**config.mk**
```make
export PLATFORM = sky130hd
export DESIGN_NAME = stq_front
export DESIGN_NICKNAME = d
export VERILOG_FILES = /design/src/sv/stq_pkg.sv /design/src/sv/stq_front.sv
export SDC_FILE = /design/constraint.sdc
export NUM_CORES = 1
export LEC_CHECK = 0
export ABC_AREA = 1
export BUFFER_PORTS_ARGS = -buffer_cell sky130_fd_sc_hd__buf_2
export CORE_MARGIN = 2
export CORE_UTILIZATION = 55
export DETAILED_ROUTE_END_ITERATION = 8
export PLACE_DENSITY = 0.8
export SYNTH_ARGS = -nofsm -noshare
export SYNTH_HDL_FRONTEND = slang
export SYNTH_SLANG_ARGS = --single-unit
```
**constraint.sdc**
```tcl
create_clock -name i_clk -period 5 [get_ports i_clk]
set_input_delay 0.5 -clock i_clk [delete_from_list [all_inputs] [get_ports i_clk]]
set_output_delay 0.5 -clock i_clk [all_outputs]
set_load 0.02 [all_outputs]
```
**src/sv/stq_pkg.sv**
```systemverilog
// Shared constants, command codes and the front-to-back command record.
package stq_pkg;
    localparam int MAX_ELEMENTS = 1024;
    localparam int TREE_NODES   = 2048;
    localparam int IDX_W        = 10;
    localparam int CNT_W        = 11;
    localparam int NODE_W       = 11;
    localparam int VAL_W        = 32;
    localparam int STK_DEPTH    = 16;
    localparam int STK_W        = 4;
    localparam logic signed [VAL_W-1:0] LARGEST_VALUE = 32'sh7fff_ffff;
    localparam logic [CNT_W-1:0] COUNT_RESET = 11'd1024;
    localparam logic KIND_WRITE = 1'b0;

    typedef enum logic [1:0] {
        OP_WRITE       = 2'd0,
        OP_WRITE_SKIP  = 2'd1,
        OP_QUERY       = 2'd2,
        OP_QUERY_EMPTY = 2'd3
    } t_op;

    typedef struct packed {
        t_op                      op;
        logic [IDX_W-1:0]         first;
        logic [IDX_W-1:0]         last;
        logic [IDX_W-1:0]         top;
        logic signed [VAL_W-1:0]  value;
    } t_cmd;
endpackage

```
**src/sv/stq_front.sv**
```systemverilog
// Request intake: element count register, range clipping, command queue.
module stq_front (
    input  logic                      i_clk,
    input  logic                      i_rst_n,
    input  logic                      i_push,
    output logic                      o_full,
    input  logic                      i_kind,
    input  logic [stq_pkg::IDX_W-1:0] i_first_index,
    input  logic [stq_pkg::IDX_W-1:0] i_last_index,
    input  logic signed [stq_pkg::VAL_W-1:0] i_value,
    input  logic                      i_cfg_valid,
    input  logic [stq_pkg::CNT_W-1:0] i_cfg_data,
    input  logic                      i_clearing,
    output logic                      o_cmd_valid,
    output stq_pkg::t_cmd             o_cmd,
    input  logic                      i_cmd_take
);
    import stq_pkg::*;

    logic [CNT_W-1:0] r_count;
    logic [CNT_W-1:0] used;
    logic [CNT_W-1:0] top_w;
    logic [IDX_W-1:0] top;
    logic [IDX_W-1:0] last_clip;
    t_cmd             cmd_in;
    t_cmd             r_q [2];
    logic             r_wp, r_rp;
    logic [1:0]       r_cnt;
    logic             do_push;

    always_comb begin
        used = r_count;
        if (r_count == '0) begin
            used = CNT_W'(1);
        end else if (r_count > CNT_W'(MAX_ELEMENTS)) begin
            used = CNT_W'(MAX_ELEMENTS);
        end
        top_w     = used - CNT_W'(1);
        top       = top_w[IDX_W-1:0];
        last_clip = (i_last_index > top) ? top : i_last_index;
        cmd_in.first = i_first_index;
        cmd_in.last  = last_clip;
        cmd_in.top   = top;
        cmd_in.value = i_value;
        if (i_kind == KIND_WRITE) begin
            cmd_in.op = (i_first_index <= top) ? OP_WRITE : OP_WRITE_SKIP;
        end else begin
            cmd_in.op = (i_first_index > last_clip) ? OP_QUERY_EMPTY : OP_QUERY;
        end
    end

    assign o_full      = (r_cnt == 2'd2) || i_clearing;
    assign do_push     = i_push && !o_full;
    assign o_cmd_valid = (r_cnt != 2'd0);
    assign o_cmd       = r_q[r_rp];

    always_ff @(posedge i_clk) begin
        if (!i_rst_n) begin
            r_count <= COUNT_RESET;
            r_wp    <= 1'b0;
            r_rp    <= 1'b0;
            r_cnt   <= 2'd0;
        end else begin
            if (i_cfg_valid) begin
                r_count <= i_cfg_data;
            end
            if (do_push) begin
                r_wp <= ~r_wp;
            end
            if (i_cmd_take) begin
                r_rp <= ~r_rp;
            end
            r_cnt <= r_cnt + 2'(do_push) - 2'(i_cmd_take);
        end
    end

    always_ff @(posedge i_clk) begin
        if (do_push) begin
            r_q[r_wp] <= cmd_in;
        end
    end
endmodule

```
==> results.ini, run 1 <==
[clock_network]
cts_setup_buffers=0
clk_pin_slew_worst_paths_ns=0.06
clock_tree.buffer_depth=2
cts-root-buf=sky130_fd_sc_hd__clkbuf_16
clock_tree.htree_level_count=4
clock_sink_count=144
clk-insertion-delay-late_ns=0.42
cts-buffers-inserted=17
cts_tree=yes

[pwr]
powerDensity_nw_per_um2=394.4
total_switching_power_w=0.0008654
power.share.switching_pct=27.01
irDropWorstVdd_uv=257.9
pwr-share-seq_pct=44.4
power_frac_clock_pct=37.6
comb_power_share_pct=18.0
power.internal_w=0.002339
leakagePower_nw=3.446

[grt]
grtUsageMet3_pct=6.617
first_global_vias=4626
antenna_found_initial=0
wire_length_of_the_first_global_routing_pass_microns=22120
grt_usage_pct=22.25
largest_net_degree_at_the_start_of_global_routing=48
overflow=0
grt_busiest_layer=met2
gr-usage-met2_pct=38.77
gr-usage-met1_pct=26.30

[sta]
sum_of_negative_setup_slack_ns=0
fin_skew_ns=0.004343
setup_repair_after_global_routing_missed_its_margin=false
worstMarginPinSlew_ns=1.190
fin_crit_sh_pct=91.63
fmax_mhz=218.3
timing.slew.headroom_pct=20.45
timing.final.max_slew_violations=0
final_setup_violation_count=0
final_hold_viols=0
min_period_ns=4.582

[setup_path]
critical_path.reg2reg.startpoint=r_count[4]
critical-path-top-cell-by-count=sky130_fd_sc_hd__nand2_1
regToRegSetupSlack_ns=0.42
worst_ep_required_time_ns=5.16
crit_path_max_fanout=19
reg_to_reg_critical_path_endpoint=r_q[0][62]
timing.critical_path.slowest_cell_delay_ns=0.35
cp-endpoint=r_q[0][62]
crit_path_end_kind=register
worstSetupPathType=register to register
startpoint_type=register
timing.critical_path.from=r_count[4]
ff2ff_path_depth=28
slowest_stage=sky130_fd_sc_hd__dfxtp_1
worst-endpoint-arrival_ns=4.74

[synthesis]
postSynthNetCount=628
netlist-cell-type-count=38
dominant_synthesized_flop_cell=sky130_fd_sc_hd__edfxtp_1
ys_async_sr_fraction_pct=0
average_footprint_of_a_synthesized_cell_sq_um=12.64
synth_seq_area_share_pct=62.26
synth_enable_flop_cells=128
postSynthCellCount=529
synth_warnings=0
synth_area_sq_um=6688
postSynthRegisterBits=144

[floorplan]
placement_rows=40
chipWidth_microns=114.3
initial_core_util_pct=55.91
floorplan.die_area_sq_um=13060
die_h_microns=114.3
placeable_core_region_sq_um=11960
top_level_ports=136

[routing]
dr.pass1.iters=5
post_drt_wl_per_cell_microns=16.53
ant_nets=0
routed-via-count=4460
routed_wire_length_microns=13820
via_per_inst=5.335
drc_errors=0
drt_iter0_drc=263

[layout]
ff_latch_area_sq_um=4165
antenna_diode_count=0
area_growth_syn_to_layout_pct=21.48
multi_input_comb_area_sq_um=2285
non_filler_instances=836
layout-drive-gt1-share_pct=39.19
finalNetCount=775
design_area_sq_um=8124
final.fill_count=881

[run]
maxCapViolCount=0

[placed_design]
globalplace.congestion=0.9058
portBuffers=135
dpl.cell_count=804
placed_cell_area_sq_um=7527
hpwl_microns=9796

[hold_path]
holdCritPathClass=primary input to register

[run_status]
run_status=completed

[sequential cells by signal (all words and copies together), names as in the netlist, named ones only]
| signal | count |
|---|---|
| r_count | 11 |
| r_q | 128 |
| r_cnt | 2 |
| r_wp | 1 |
| r_rp | 1 |
[power by group through the flow]
stage / Clock [W] / Combinational (W) / Sequential (W)
after floorplan: 0 / 0.000414 / 0.00144
after global placement: 0 / 0.000555 / 0.00144
after detailed placement: 0 / 0.000572 / 0.00145
after CTS: 0.00123 / 0.000577 / 0.00142
after global routing: 0.00128 / 0.000641 / 0.00143
final: 0.00120 / 0.000578 / 0.00142
[worst min-delay path by stage]
| stage | startpoint | endpoint | slack [ns] | cells past startpoint |
|---|---|---|---|---|
| after CTS | i_value[8] | r_q[0][8] | 0.25 | 1 |
| after floorplan | r_cnt[1] | r_cnt[1] | 0.44 | 1 |
| after global placement | r_cnt[1] | r_cnt[1] | 0.45 | 1 |
| after global routing | i_value[27] | r_q[1][27] | 0.25 | 1 |
| final | i_value[11] | r_q[1][11] | 0.27 | 1 |
| after detailed placement | r_cnt[1] | r_cnt[1] | 0.47 | 1 |
[kinds of logic (layout without fill, tap and decap cells)]
family          after synthesis  in the layout  synth area share (%)
mux                          64             64                 10.78
simple gates                175            175                 12.61
fa+ha+maj                    29             29                 5.426
xor+xnor                      4              4                0.5239
compound gates               48             48                 4.210
buf+inv                      65            225                 4.191
flops                       144            144                 62.26
[layout by cell type, fill, tap and decap left out, types with 4 or more instances in the layout]
master                      netlist  final
sky130_fd_sc_hd__inv_1           49     49
sky130_fd_sc_hd__nand3_2         14     13
sky130_fd_sc_hd__o21ai_0         18     18
sky130_fd_sc_hd__buf_4            1      7
sky130_fd_sc_hd__dfxtp_1         16     15
sky130_fd_sc_hd__nand2_1         83     83
sky130_fd_sc_hd__edfxtp_1       128    128
sky130_fd_sc_hd__a21oi_1         17     16
sky130_fd_sc_hd__clkinv_2         0      4
sky130_fd_sc_hd__mux2_2          64     64
sky130_fd_sc_hd__ha_1            29     29
sky130_fd_sc_hd__nand4_1          5      5
sky130_fd_sc_hd__buf_2            1    135
sky130_fd_sc_hd__o21bai_1         5      5
sky130_fd_sc_hd__nor2_1          38     35
sky130_fd_sc_hd__clkbuf_16        0     17
sky130_fd_sc_hd__nand3_1         20     20
sky130_fd_sc_hd__nor2_4           3      5
[critical path, delay by kind of cell, from the launching register on]
family,cells,cell delay [ns]
buf+inv,3,0.23
compound gates,5,0.93
flops,1,0.35
fa+ha+maj,3,0.83
simple gates,17,1.97
[what timing repair did]
item                                    4_1_cts  5_1_grt
endpoints found under the setup margin        0        2
hold buffers                                  0        0
gates resized for setup                       0        5
[cell type report]
class	instances	share of cell area [%]
flip-flops and latches	144	51.27
inverters	51	2.356
clock inverters	14	1.740
repair buffers	142	8.963
clock buffers	18	5.283
well taps	147	2.264
multi-input cells	320	28.12
[synthesized netlist by cell type (all sizes together), types with 3 or more instances]
library cell | number | area, sq um
edfxtp | 128 | 3844
o21ai | 20 | 100.1
nand4 | 6 | 43.79
a21oi | 17 | 85.08
ha | 29 | 362.9
nand3 | 34 | 240.2
xor2 | 3 | 26.28
dfxtp | 16 | 320.3
nand2 | 88 | 347.8
buf | 6 | 58.80
o21bai | 6 | 56.31
nor2 | 42 | 182.7
mux2 | 64 | 720.7
inv | 51 | 191.4
clkbuf | 8 | 30.03
[per-layer routing]
| metal | share of wire (%) | up-vias |
|---|---|---|
| met5 | 0 | - |
| met4 | 1.5 | 0 |
| met3 | 6.0 | 17 |
| met2 | 50 | 132 |
| met1 | 42 | 2145 |
| li1 | - | 2166 |
[per-stage QoR]
stage                     util [%]  setup WS [ns]  hold slack (ns)  total power (W)
after CTS                    67.70         0.3345           0.2459         0.003225
after global routing         67.92        0.04076           0.2465         0.003345
final                        67.92         0.4184           0.2662         0.003204
after global placement       62.93         0.6049           0.4516         0.001997
after detailed placement     62.93         0.3622           0.4674         0.002018
after floorplan                  -          1.052           0.4364         0.001851
Power figures use the tool's default switching activity.
==> inputs of run 2 (changes only) <==
- CORE_UTILIZATION: 55 -> 57
- CTS_BUF_LIST: unset -> sky130_fd_sc_hd__clkbuf_8
- PLACE_DENSITY: 0.8 -> 0.82
- REMOVE_ABC_BUFFERS: unset -> 1
==> run 2 against run 1 <==
  * Maximum frequency rose by 0.33%
  * Cell area fell by 2.2%
  * Utilization rose by 1.7 points
  * Clock skew rose by 0.0058 ns
  * Critical path depth fell by 1
  * Combinational power rose by 0.9%
  * Die area fell by 3.4%
  * Via count fell by 0.87%
  * Critical path type unchanged
==> results.ini, run 2 (same netlist as run 1, synthesis figures left out) <==
[setup_path]
worst-endpoint-arrival_ns=4.76  ; +0.02 ns
crit_path_max_fanout=19  ; unchanged
startpoint_type=register
worst_ep_required_time_ns=5.19  ; +0.03 ns
worstSetupPathType=register to register
crit_path_end_kind=register
regToRegSetupSlack_ns=0.43  ; about the same

[pwr]
irDropWorstVdd_uv=186.5  ; -28%
powerDensity_nw_per_um2=363.7  ; -7.8%
post-layout-total-power_w=0.002890  ; -9.8%
leakagePower_nw=3.363  ; -2.4%

[grt]
gr-usage-met1_pct=27.98  ; +1.7 points
grt_usage_pct=21.89  ; -0.36 points
first_global_vias=4495  ; -2.8%
grt_busiest_layer=met2
gr-usage-met2_pct=35.58  ; -3.2 points
grtUsageMet3_pct=6.425  ; -0.19 points
antenna_found_initial=0  ; unchanged
overflow=0  ; unchanged
wire_length_of_the_first_global_routing_pass_microns=21680  ; -2.0%
largest_net_degree_at_the_start_of_global_routing=47  ; -2.1%

[routing]
drc_errors=0  ; unchanged
via_per_inst=5.307  ; -0.52%
ant_nets=0  ; unchanged
routed-via-count=4421  ; -0.87%
dr.pass1.iters=4  ; -1
routed_wire_length_microns=13430  ; -2.9%
post_drt_wl_per_cell_microns=16.12  ; -2.5%
drt_iter0_drc=297  ; +13%

[layout]
multi_input_comb_area_sq_um=2293  ; +0.38%
finalNetCount=776  ; +0.13%
design_area_sq_um=7946  ; -2.2%
post-route-util_pct=69.59  ; +1.7 points
final.fill_count=826  ; -6.2%
most_frequent_cells_in_the_layout=sky130_fd_sc_hd__buf_2 (135), sky130_fd_sc_hd__edfxtp_1 (128), sky130_fd_sc_hd__nand2_1 (83)
layout.cells.most_common=sky130_fd_sc_hd__buf_2
reg.largest.list=r_q x128, r_count x11, r_cnt x2
ff_latch_area_sq_um=4165  ; unchanged
largest-register=r_q
antenna_diode_count=0  ; unchanged
area_growth_syn_to_layout_pct=18.82
layout-drive-gt1-share_pct=39.57  ; +0.38 points
largest_register_ffs=128  ; unchanged

[run_status]
run_status=completed

[clock_network]
cts-buffers-inserted=17  ; unchanged
cts-root-buf=sky130_fd_sc_hd__clkbuf_8
clock_sink_count=144  ; unchanged
clock_tree.buffer_depth=2  ; unchanged
ctsHoldBuffers=0  ; unchanged
cts_tree=yes
clk_pin_slew_worst_paths_ns=0.09  ; +0.03 ns
clock_tree.htree_level_count=4  ; unchanged
clk-insertion-delay-late_ns=0.45  ; +0.03 ns

[sta]
worstMarginPinSlew_ns=0.6825  ; -0.5079 ns
fin_ws_ns=0.4334  ; +0.01496 ns
fin_crit_sh_pct=91.33  ; -0.30 points
fin_skew_ns=0.01012  ; +0.005776 ns
timing.slew.headroom_pct=54.50  ; +34 points
final_setup_violation_count=0  ; unchanged
min_period_ns=4.567  ; -0.01496 ns
final_hold_viols=0  ; unchanged
setup_repair_after_global_routing_missed_its_margin=false
sum_of_negative_setup_slack_ns=0  ; unchanged
timing.final.max_slew_violations=0  ; unchanged
fmax_mhz=219.0  ; +0.33%

[floorplan]
top_level_ports=136  ; unchanged
placeable_core_region_sq_um=11420  ; -4.5%
chipWidth_microns=112.3  ; -1.7%
initial_core_util_pct=58.57  ; +2.7 points
placement_rows=39  ; -2.5%
die_h_microns=112.3  ; -1.7%
floorplan.die_area_sq_um=12610  ; -3.4%

[run]
maxCapViolCount=0  ; unchanged

[placed_design]
hpwl_microns=9545  ; -2.6%
placed_cell_area_sq_um=7507  ; -0.27%
portBuffers=135  ; unchanged
place_worst_setup_slack_ns=0.2880  ; -0.07423 ns
globalplace.congestion=0.8997  ; -0.67%

[hold_path]
holdCritPathClass=primary input to register

## run 2: changes by cell type in the layout (fill, tap and decap cells not counted), moves of 2 or more
cell / change
sky130_fd_sc_hd__clkbuf_8: +17
sky130_fd_sc_hd__inv_6: +5
sky130_fd_sc_hd__nand2_4: -2
sky130_fd_sc_hd__inv_8: +2
sky130_fd_sc_hd__clkbuf_16: -17
sky130_fd_sc_hd__clkinv_2: -2
## run 2: worst paths after layout
kind                     end  depth (start not counted)         from
setup / recovery  r_q[0][62]                         27   r_count[4]
setup reg to reg  r_q[0][62]                         27   r_count[4]
hold / removal    r_q[1][30]                          1  i_value[30]
hold reg to reg     r_cnt[1]                          1     r_cnt[1]
## run 2: final cells by class
cell class,instances,area share (%)
clock buffers,17,2.944
clock inverters,15,1.858
inverters,51,2.409
multi-input cells,320,28.86
flip-flops and latches,144,52.42
well taps,143,2.252
repair buffers,143,9.258
## run 2: routing by layer
layer	routed length (microns)	up-vias
met5	0	-
li1	-	2168
met1	5846	2086
met3	867	19
met2	6467	148
met4	246	0
## run 2: critical path, cell delays in order, from the launching register on
cell and delay, ns:
sky130_fd_sc_hd__dfxtp_1 0.36, sky130_fd_sc_hd__nor2_1 0.14, sky130_fd_sc_hd__nand3_1 0.15, sky130_fd_sc_hd__o21bai_4 0.24, sky130_fd_sc_hd__nand2_2 0.20, sky130_fd_sc_hd__ha_1 0.27, sky130_fd_sc_hd__inv_1 0.06, sky130_fd_sc_hd__nand3_1 0.08
sky130_fd_sc_hd__nand2_1 0.19, sky130_fd_sc_hd__inv_1 0.12, sky130_fd_sc_hd__ha_1 0.29, sky130_fd_sc_hd__nand2_1 0.08, sky130_fd_sc_hd__nor2_1 0.18, sky130_fd_sc_hd__nand4_2 0.22, sky130_fd_sc_hd__buf_4 0.29, sky130_fd_sc_hd__nand3_2 0.10
sky130_fd_sc_hd__nand2_1 0.05, sky130_fd_sc_hd__ha_1 0.28, sky130_fd_sc_hd__nand2_1 0.08, sky130_fd_sc_hd__inv_1 0.05, sky130_fd_sc_hd__a221oi_1 0.27, sky130_fd_sc_hd__nor2_1 0.07, sky130_fd_sc_hd__a211oi_1 0.17, sky130_fd_sc_hd__o21ai_0 0.10
sky130_fd_sc_hd__nand2_1 0.06, sky130_fd_sc_hd__nand2_1 0.04, sky130_fd_sc_hd__o211ai_1 0.08, sky130_fd_sc_hd__nand2_1 0.09
## run 2: repair_timing
action                                  CTS  global route
endpoints found under the setup margin    0             2
setup buffers                             0             3
resized for setup                         0             5
## run 2: power by group
| group | internal (W) | total [W] | switching, W |
|---|---|---|---|
| Sequential | 0.00139 | 0.00142 | 0.0000298 |
| Clock | 0.000408 | 0.000885 | 0.000477 |
| Combinational | 0.000220 | 0.000583 | 0.000363 |
## run 2: through the flow
step	hold WS [ns]	instances
2_1_floorplan	0.4364	515
3_3_place_gp	0.4510	798
3_5_place_dp	0.4822	798
4_1_cts	0.2085	830
5_1_grt	0.1991	833
6_report	0.2344	833
==> inputs of run 3 (changes only) <==
- RECOVER_POWER: unset -> 100
==> run 3 against run 2 <==
  * The run now ends with capacitance limit, slew limit left
  * Non-clock buffer count did not move
  * Via count rose by 0.81%
  * Worst hold slack got worse by 0.0027 ns
  * Clock-buffer cell count did not move
  * Global-route usage did not move
  * Sequential share of layout area rose by 1.2 points
  * Clock skew barely moved
  * Critical path depth did not move
  * Utilization fell by 1.5 points
==> results.ini, run 3 (same netlist as run 1, synthesis figures left out) <==
[sta]
final_setup_violation_count=0  ; unchanged
sum_of_negative_setup_slack_ns=0  ; unchanged
timing.final.max_slew_violations=42  ; +42
fin_ws_ns=0.4755  ; +0.04207 ns
final_hold_viols=0  ; unchanged
fmax_mhz=221.0  ; +0.93%
worstMarginPinSlew_ns=1.843  ; +1.161 ns
fin_crit_sh_pct=90.49  ; -0.84 points
min_period_ns=4.525  ; -0.04207 ns
timing.slew.headroom_pct=-23.32  ; -78 points
fin_skew_ns=0.01051  ; +0.0003954 ns
setup_repair_after_global_routing_missed_its_margin=false

[pwr]
power.internal_w=0.001999  ; -1.0%
irDropWorstVdd_uv=186.2  ; -0.13%
comb_power_share_pct=19.4  ; -0.8 points
powerDensity_nw_per_um2=368.8  ; +1.4%
power.share.switching_pct=30.25  ; +0.15 points
power_frac_clock_pct=30.9  ; +0.3 points
pwr-share-seq_pct=49.6  ; +0.4 points
total_switching_power_w=0.0008668  ; -0.34%
leakagePower_nw=3.098  ; -7.9%

[setup_path]
critical-path-top-cell-by-count=sky130_fd_sc_hd__nand2_1
regToRegSetupSlack_ns=0.48  ; +0.04 ns
worstSetupPathType=register to register
reg_to_reg_critical_path_endpoint=r_q[0][62]
crit_path_end_kind=register
worst_ep_required_time_ns=5.20  ; about the same
slowest_stage=sky130_fd_sc_hd__dfxtp_1
critical_path.reg2reg.startpoint=r_count[1]
crit_path_max_fanout=19  ; unchanged
ff2ff_path_depth=27  ; unchanged
worst-endpoint-arrival_ns=4.72  ; -0.04 ns
timing.critical_path.slowest_cell_delay_ns=0.35  ; about the same
startpoint_type=register

[layout]
layout.cells.most_common=sky130_fd_sc_hd__edfxtp_1
most_frequent_cells_in_the_layout=sky130_fd_sc_hd__edfxtp_1 (128), sky130_fd_sc_hd__clkbuf_1 (93), sky130_fd_sc_hd__nand2_1 (85)
area_growth_syn_to_layout_pct=16.18
reg.largest.list=r_q x128, r_count x11, r_cnt x2
post-route-util_pct=68.05  ; -1.5 points
layout-drive-gt1-share_pct=24.20  ; -15 points
finalNetCount=776  ; unchanged
largest_register_ffs=128  ; unchanged
largest-register=r_q
antenna_diode_count=0  ; unchanged
final.fill_count=883  ; +6.9%

[run_status]
violations=capacitance limit, slew limit
run_status=finished with violations

[clock_network]
clk_pin_slew_worst_paths_ns=0.09  ; about the same
cts_tree=yes
clk-insertion-delay-late_ns=0.45  ; about the same
clock_tree.buffer_depth=2  ; unchanged
cts-root-buf=sky130_fd_sc_hd__clkbuf_8
clock_sink_count=144  ; unchanged
clock_tree.htree_level_count=4  ; unchanged
cts-buffers-inserted=17  ; unchanged
ctsHoldBuffers=0  ; unchanged

[floorplan]
initial_core_util_pct=58.57  ; unchanged
chipWidth_microns=112.3  ; unchanged
top_level_ports=136  ; unchanged
floorplan.die_area_sq_um=12610  ; unchanged
placement_rows=39  ; unchanged
die_h_microns=112.3  ; unchanged
placeable_core_region_sq_um=11420  ; unchanged

[placed_design]
portBuffers=135  ; unchanged
hpwl_microns=9545  ; unchanged
globalplace.congestion=0.8997  ; unchanged
place_worst_setup_slack_ns=0.2880  ; unchanged

[routing]
post_drt_wl_per_cell_microns=16.11  ; about the same
drt_iter0_drc=266  ; -10%
ant_nets=0  ; unchanged
dr.pass1.iters=5  ; +1
routed-via-count=4457  ; +0.81%
routed_wire_length_microns=13420  ; about the same
via_per_inst=5.351  ; +0.81%
drc_errors=0  ; unchanged

[grt]
antenna_found_initial=0  ; unchanged
wire_length_of_the_first_global_routing_pass_microns=21680  ; unchanged
grt_usage_pct=21.89  ; unchanged
largest_net_degree_at_the_start_of_global_routing=47  ; unchanged
first_global_vias=4495  ; unchanged
overflow=0  ; unchanged

[hold_path]
hold_path_startpoint=i_value[30]
hold-path-endpoint=r_q[1][30]
holdCritPathClass=primary input to register
hold-path-cell-count=1  ; unchanged

[run]
maxCapViolCount=2  ; +2

run 3: changes by cell type in the layout (fill, tap and decap cells not counted), sizes merged:
| cell | change |
|---|---|
| buf | -96 |
| clkbuf | +96 |
run 3: repair_timing:
| item | CTS | global route |
|---|---|---|
| resized for setup | 0 | 5 |
| endpoints found under the hold margin | 0 | 0 |
| setup buffers | 0 | 3 |
| endpoints found under the setup margin | 0 | 2 |
run 3: critical path: cells and delay by family (launching register included):
family / cells / cell delay (ns)
buf+inv: 4 / 0.50
flops: 1 / 0.35
compound gates: 5 / 0.87
fa+ha+maj: 3 / 0.82
simple gates: 15 / 1.72
run 3: cell type report:
cell class              instances  area, sq um  area share, %
clock buffers                  17        234.0          3.011
repair buffers                143        609.3          7.842
multi-input cells             320         2245          28.89
well taps                     143        178.9          2.303
flip-flops and latches        144         4164          53.59
clock inverters                15        147.6          1.900
inverters                      51        191.4          2.464
run 3: power groups by stage:
stage               clock network, W  registers, W  logic [W]
global placement                   0       0.00144   0.000548
CTS                         0.000905       0.00142   0.000569
floorplan                          0       0.00145   0.000382
finish                      0.000886       0.00142   0.000557
detailed placement                 0       0.00145   0.000566
global route                0.000959       0.00143   0.000622
run 3: layer usage:
metal	up-vias	routed length, microns	track usage, %
met5	-	0	0
met3	20	872	6.425
met1	2100	5878	27.98
met4	0	251	8.537
met2	169	6417	35.58
li1	2168	-	-
run 3: metrics by stage:
step | power [W] | area [sq um] | hold WS [ns] | std cells
2_1_floorplan | 0.001833 | 6599 | 0.4364 | 515
3_3_place_gp | 0.001992 | 7507 | 0.4510 | 798
3_5_place_dp | 0.002015 | 7507 | 0.4822 | 798
4_1_cts | 0.002896 | 7889 | 0.2085 | 830
5_1_grt | 0.003010 | 7770 | 0.1991 | 833
6_report | 0.002866 | 7770 | 0.2317 | 833
run 3: worst max-delay path by stage:
stage,from,cells after the start,endpoint
final,r_count[1],27,r_q[0][62]
after global routing,r_count[4],27,r_q[0][62]
after CTS,r_count[6],25,r_q[0][62]
after detailed placement,r_count[1],25,r_q[1][62]
after global placement,r_count[3],28,r_q[0][62]
after floorplan,r_count[6],27,r_q[0][62]
